<file path="src/hw/rtl/dma_expansion_ram_controller_core_assert.svh">
// assertion macros shared by the expansion ram dma controller
`ifndef DMA_EXPANSION_RAM_CONTROLLER_CORE_ASSERT_SVH
`define DMA_EXPANSION_RAM_CONTROLLER_CORE_ASSERT_SVH
`ifndef NO_ASSERTIONS
// checked outside reset
`define DXC_ASSERT(lbl, prop, msg) \
  lbl: assert property (@(posedge clk_i) disable iff (!rst_ni) prop) else $error(msg);
// checked during reset as well
`define DXC_ASSERT_ALWAYS(lbl, prop, msg) \
  lbl: assert property (@(posedge clk_i) prop) else $error(msg);
`else
`define DXC_ASSERT(lbl, prop, msg)
`define DXC_ASSERT_ALWAYS(lbl, prop, msg)
`endif
`endif

</file>
<file path="src/hw/rtl/dxc_fifo.sv">
// small word queue between the front, the back and the result side
module dxc_fifo #(
  parameter int unsigned WIDTH = 8,
  parameter int unsigned DEPTH = 2
) (
  input  logic             clk_i,
  input  logic             rst_ni,
  input  logic             push_i,
  input  logic [WIDTH-1:0] wdata_i,
  output logic             full_o,
  input  logic             pop_i,
  output logic [WIDTH-1:0] rdata_o,
  output logic             empty_o
);

  localparam int unsigned PtrW = $clog2(DEPTH);
  localparam int unsigned CntW = $clog2(DEPTH + 1);

  logic [WIDTH-1:0] slot_q [DEPTH];
  logic [PtrW-1:0]  wptr_q, wptr_d, rptr_q, rptr_d;
  logic [CntW-1:0]  cnt_q, cnt_d;
  logic             do_push, do_pop;

  assign full_o  = (cnt_q == CntW'(DEPTH));
  assign empty_o = (cnt_q == '0);
  assign do_push = push_i && !full_o;
  assign do_pop  = pop_i && !empty_o;
  assign rdata_o = slot_q[rptr_q];

  // pointer and fill count update
  always_comb begin
    wptr_d = wptr_q;
    rptr_d = rptr_q;
    cnt_d  = cnt_q;
    if (do_push) begin
      wptr_d = (wptr_q == PtrW'(DEPTH - 1)) ? '0 : wptr_q + PtrW'(1);
    end
    if (do_pop) begin
      rptr_d = (rptr_q == PtrW'(DEPTH - 1)) ? '0 : rptr_q + PtrW'(1);
    end
    if (do_push && !do_pop) begin
      cnt_d = cnt_q + CntW'(1);
    end else if (do_pop && !do_push) begin
      cnt_d = cnt_q - CntW'(1);
    end
  end

  always_ff @(posedge clk_i or negedge rst_ni) begin
    if (!rst_ni) begin
      wptr_q <= '0;
      rptr_q <= '0;
      cnt_q  <= '0;
    end else begin
      wptr_q <= wptr_d;
      rptr_q <= rptr_d;
      cnt_q  <= cnt_d;
    end
  end

  // storage
  always_ff @(posedge clk_i) begin
    if (do_push) begin
      slot_q[wptr_q] <= wdata_i;
    end
  end

endmodule

</file>
<file path="config.mk">
export PLATFORM = sky130hd
export DESIGN_NAME = dxc_fifo
export DESIGN_NICKNAME = d
export VERILOG_FILES = /design/src/hw/rtl/dma_expansion_ram_controller_core_assert.svh /design/src/hw/rtl/dxc_fifo.sv
export SDC_FILE = /design/constraint.sdc
export NUM_CORES = 1
export LEC_CHECK = 0
export BUFFER_PORTS_ARGS = -buffer_cell sky130_fd_sc_hd__buf_2
export CORE_MARGIN = 5
export CORE_UTILIZATION = 50
export DETAILED_ROUTE_END_ITERATION = 12
export GPL_TIMING_DRIVEN = 0
export MAX_ROUTING_LAYER = met4
export PLACE_DENSITY = 0.76
export SLEW_MARGIN = 40
export SYNTH_ARGS = -nofsm -noshare
export SYNTH_HDL_FRONTEND = slang
export SYNTH_SLANG_ARGS = --single-unit
</file>
<file path="constraint.sdc">
create_clock -name clk_i -period 2.75 [get_ports clk_i]
set_input_delay 0.275 -clock clk_i [delete_from_list [all_inputs] [get_ports clk_i]]
set_output_delay 0.275 -clock clk_i [all_outputs]
set_load 0.01 [all_outputs]
</file>
Word level (Yosys, flattened, before mapping)
Memories as Yosys holds them, arrays and structs flattened.
Cells that the tools add are included.
Widths: inputs -> output; s select.
Storage, ports and cells
  flip-flop bits (word level): 4
  bits in latches: 0
  bits in writable memories: 16
  bits in read-only memories: 0
  input port bits: 12
  output and inout port bits: 10
  logic and storage cells: 25
  memories kept: 1
Memory list
  slot_q: depth 2, bits a word 8, rd ports 1, clocked after memory_dff 0, write ports 1, line dxc_fifo.sv:19  | logic [WIDTH-1:0] slot_q [DEPTH];
Operators by class
  add/subtract/negate cells: 4
  multiply operators: 0
  div/mod/pow operators: 0
  $lt $le $gt $ge: 0
  equal/unequal tests: 1
  shift-type cells: 0
  mux-type cells: 6
  bitwise gates (word level): 0
  reduce and logical (&&, ||, !) cells: 10
Operators by type and width (number)
  $logic_and 1x1->1: 4
  $logic_not 1->1: 4
  $mux 1: 4
  $mux 2: 2
  $add 1x1->1 const B: 2
  $add 2x1->2 const B: 1
  $eq 2x2->1 const B: 1
  $logic_not 2->1: 1
  $reduce_bool 2->1: 1
  $sub 2x1->2 const B: 1

Longest topological paths before layout
  word-level depth: 7
  gate-level depth with buffers: 7
  gate-level depth less buffers: 7

Least setup slack after synthesis
No wires, ideal clock.
  kind: reg-to-reg
  start point: reg cnt_q[0]
  end point: mem slot_q[0][0] (enable)
  setup time: 0.370 ns
  arrival: 1.022 ns
  data required time: 2.380 ns
  path slack: 1.358 ns
  stages on the path, launching flop included: 4
  buffers on the path: 0
  clock period less this slack: 1.392 ns
  cells stage by stage: dfrtp_1 -> nand2b_1 -> nand2_2 -> nor2_1
On the way
  cells in the longest elaborated chain, start to end: 5
Ends and longest elaborated chain
  start, declared: line dxc_fifo.sv:21  | logic [CntW-1:0] cnt_q, cnt_d;
  start signal, assigned: line dxc_fifo.sv:56  | cnt_q <= cnt_d;
  $eq 2x2->1: line dxc_fifo.sv:24  | assign full_o = (cnt_q == CntW'(DEPTH));
  $logic_not 1->1: line dxc_fifo.sv:26  | assign do_push = push_i && !full_o;
  $logic_and 1x1->1: line dxc_fifo.sv:26
  $mux 1: line dxc_fifo.sv:62  | if (do_push) begin
  $mux 1 (implied by the code): line dxc_fifo.sv:63  | slot_q[wptr_q] <= wdata_i;
  end, declared: line dxc_fifo.sv:19
Every way passes these cells.

Worst setup path after layout
  start point: reg rptr_q
  end point: out rdata_o[2]
On the way
  cells in the longest elaborated chain, start to end: 1
Ends and longest elaborated chain
  start, declared: line dxc_fifo.sv:20  | logic [PtrW-1:0] wptr_q, wptr_d, rptr_q, rptr_d;
  start signal, assigned: line dxc_fifo.sv:55  | rptr_q <= rptr_d;
  $mem_v2 2x8
  end, declared: line dxc_fifo.sv:12  | output logic [WIDTH-1:0] rdata_o,
Every way passes these cells.

==> results.txt <==
* Diodes inserted: 0
- Data on the critical path arrives at its endpoint at 1.34 ns.
- Share of cells above drive strength 1: 42.9%
- The number of nets handed over by synthesis was 57.
- Yosys printed 0 warnings.
- IR analysis of the VDD net gives a maximum drop of 0.000528 V.
- Category of the critical setup timing path: flip-flop to output port
- In this run the tightest slew margin relative to its limit is 55.7%.
* Area grow syn2layout: 21.9%
* Count of boundary I/O pins: 22
- Number of setup violations in the final report: 0
* Pin count of the biggest net entering global routing: 12
- Detailed routing inserted a total of 414 vias.
* DRC violation count after routing: 0
* Sequential share of power: 48.1%
- Run status: complete, no violations
* Netlist area before placement: 782 µm²
- CTS built an H-tree with a depth of 1.
* Clock network fraction of design power: 17.0%
- Aggregate routed wire length: 1160 µm
- Crit path setup slack, layout: 1.13 ns
- Maximum fanout along the worst path: 9
- Sinks on the clock net: 20
- Total of cells resized after clock tree synthesis: 0
- For this run, the total global-route usage over all layers was measured as 10.8%.
- OpenSTA, run right after detailed placement, puts the worst setup slack at 1.11 ns.
* Kind of end point of the critical path: output port
- Setup repair after global routing missed its margin: false
* Placeable core region: 0.00149 mm²
* Internal power consumption: 666 µW
- Among cell families on the critical path, the largest total delay comes from buffers and inverters.
* Clock skew after layout: 0.00165 ns
* Crit-path most repeated cell: buf_2
- Static timing analysis puts the maximum clock frequency at 0.618 GHz.
- Net switching is 31.0% of the power.
* Setup slack of the most critical reg-to-reg path: 1.14 ns
* Final standard cell count with taps included and fillers excluded: 86
- Detailed-router iteration count before antenna repair: 3
- Pwr dens: 1010 mW/mm²
- Instance count of the mapped netlist: 44
- Each instance of the synthesized netlist takes up on average 17.8 µm².
* Number of nets in the final layout: 84
- Count of pins over their slew limit: 0
- Walking the worst path, the cells encountered are buf_2 -> mux2_2 -> buf_2.
- Comb power frac: 34.9%
- Leakage power of the design: 0.000403 µW
- The critical path contains buffers and inverters numbering 2 combined.
* Peak per-stage delay on the critical path: 0.36 ns
* Commonest non-fill, non-tap cell in the layout: buf_2
- After floorplanning, the core was divided into 14 placement rows.
- After clock tree synthesis, the clock-pin slew on the worst setup and hold paths is 0.11 ns.
- Clock insertion delay at the later pin of the skew report: 0.29 ns
- The die is 49.5 µm wide.
- Dividing the detail-routed via count by the number of cells gives 4.81.
* Clk root buf: clkbuf_4
- The die covers 0.00245 mm².
- After detailed placement, the design holds a cell count of 81.
- Net switching power of the design: 300 µW
- The detail route stage leaves a number of antenna-violating nets equal to 0.
- Via count of the first global-routing pass: 411
* Kind of launch point of the worst setup path: flip-flop
* Number of antenna violations at the first check in global routing: 0
* Final-report hold violation count: 0
- After the first detailed-routing iteration, the DRC count stood at 3.
* Data required time at the worst endpoint: 2.48 ns
* CTS tree: yes
- CP max-delay cell: mux2_2
- The total overflow left after global routing is 0.
- Die span in y: 49.5 µm
- For the finished layout, the period the worst path requires is 1.62 ns.
* Share of synthesized area occupied by flip-flops and latches: 74.2%
- The clock passes through at most 2 buffers.
* Global-route wire length before repair: 1870 µm
* Worst-Margin Slew: 0.663 ns
* Sum Neg Setup Slack: 0 ns
- Dividing the final minimum period by the clock period gives 58.8%.
* Placer congestion estimate: 0.658
* Total of buffers placed on input and output ports: 21
- Register bit count reported by yosys: 20
- Initial cell density of the core: 52.5%
* Commonest cells after routing, fill and taps aside: buf_2 (22), edfxtp_1 (16), mux2_1 (6)
- Routed length per instance: 13.4 µm
- Hold Crit Class: input pin to flip-flop
* Max-Cap Viols: 0
- Cell variety after synth: 15
* Number of buffers added by the clock tree synthesis step: 3
per-layer routing:
metal  global-route usage (%)  vias to the layer above  routed length, µm
met2                     16.5                       14                596
met4                     5.24                        0                 15
met3                     3.01                        2                 79
met5                        -                        -                  0
met1                     13.1                      187                465
li1                         -                      211                  -
state kept, by name (all words and copies together), names as in the netlist:
signal	cells
rptr_q	1
slot_q	16
wptr_q	1
cnt_q	2
cell type report:
type	instances	area, µm²
sequential	20	581
clock buffer	4	36.3
fill	120	536
buffer	1	5.00
multi-input combinational	21	189
inverter	2	7.51
timing repair buffer	22	115
tap	16	20.0
power groups by stage:
stage	sequential, µW	combinational (µW)	clock [µW]
floorplan	461	239	0
global placement	468	336	0
detailed placement	471	346	0
CTS	466	347	170
global route	473	376	183
finish	464	337	164
synthesized netlist by cell type:
library cell	n	area, µm²
ha_1	1	12.5
dfrtp_1	4	100
edfxtp_1	16	480
and3_1	1	6.26
mux2_2	2	22.5
xnor2_2	1	16.3
xor2_1	2	17.5
xnor2_1	2	17.5
mux2_1	6	67.6
inv_1	2	7.51
buf_2	1	5.00
o21ai_1	1	5.00
nor2_1	3	11.3
nand2b_1	1	6.26
nand2_2	1	6.26
metrics by stage:
step           hold slack, ns  cell area [µm²]  total power, µW  util [%]
3_3_place_gp           0.0827              907              804      60.9
4_1_cts                 0.155              953              983      64.0
2_1_floorplan         -0.0206              782              700         -
6_report                0.163              953              965      64.0
5_1_grt                 0.148              953             1030      64.0
3_5_place_dp           0.0862              907              817      60.9
timing repair:
item	CTS	global route
hold endpoints to repair	4	0
setup buffers	0	0
setup endpoints to repair	0	0
hold buffers	1	0
cells by family after synthesis:
kind of cell / share of synthesized area (%)
buf+inv: 1.60
fa+ha+maj: 1.60
xor+xnor: 6.56
mux: 11.5
flops: 74.2
simple gates: 3.84
compound gates: 0.639
final timing paths:
| path | startpoint | end | cells after the start |
|---|---|---|---|
| worst max-delay path | rptr_q$_DFFE_PN0P_ | rdata_o[2] | 3 |
| worst min-delay path | wdata_i[4] | slot_q[1][4]$_DFFE_PP_ | 1 |
| worst max register to register | cnt_q[0]$_DFFE_PN0P_ | slot_q[0][6]$_DFFE_PP_ | 3 |
| worst min register to register | cnt_q[1]$_DFFE_PN0P_ | cnt_q[1]$_DFFE_PN0P_ | 1 |
| max in group asynchronous | rst_ni | wptr_q$_DFFE_PN0N_ | 2 |
| min in group asynchronous | rst_ni | cnt_q[0]$_DFFE_PN0P_ | 2 |
Note: power is estimated with default switching activity, not from simulation.
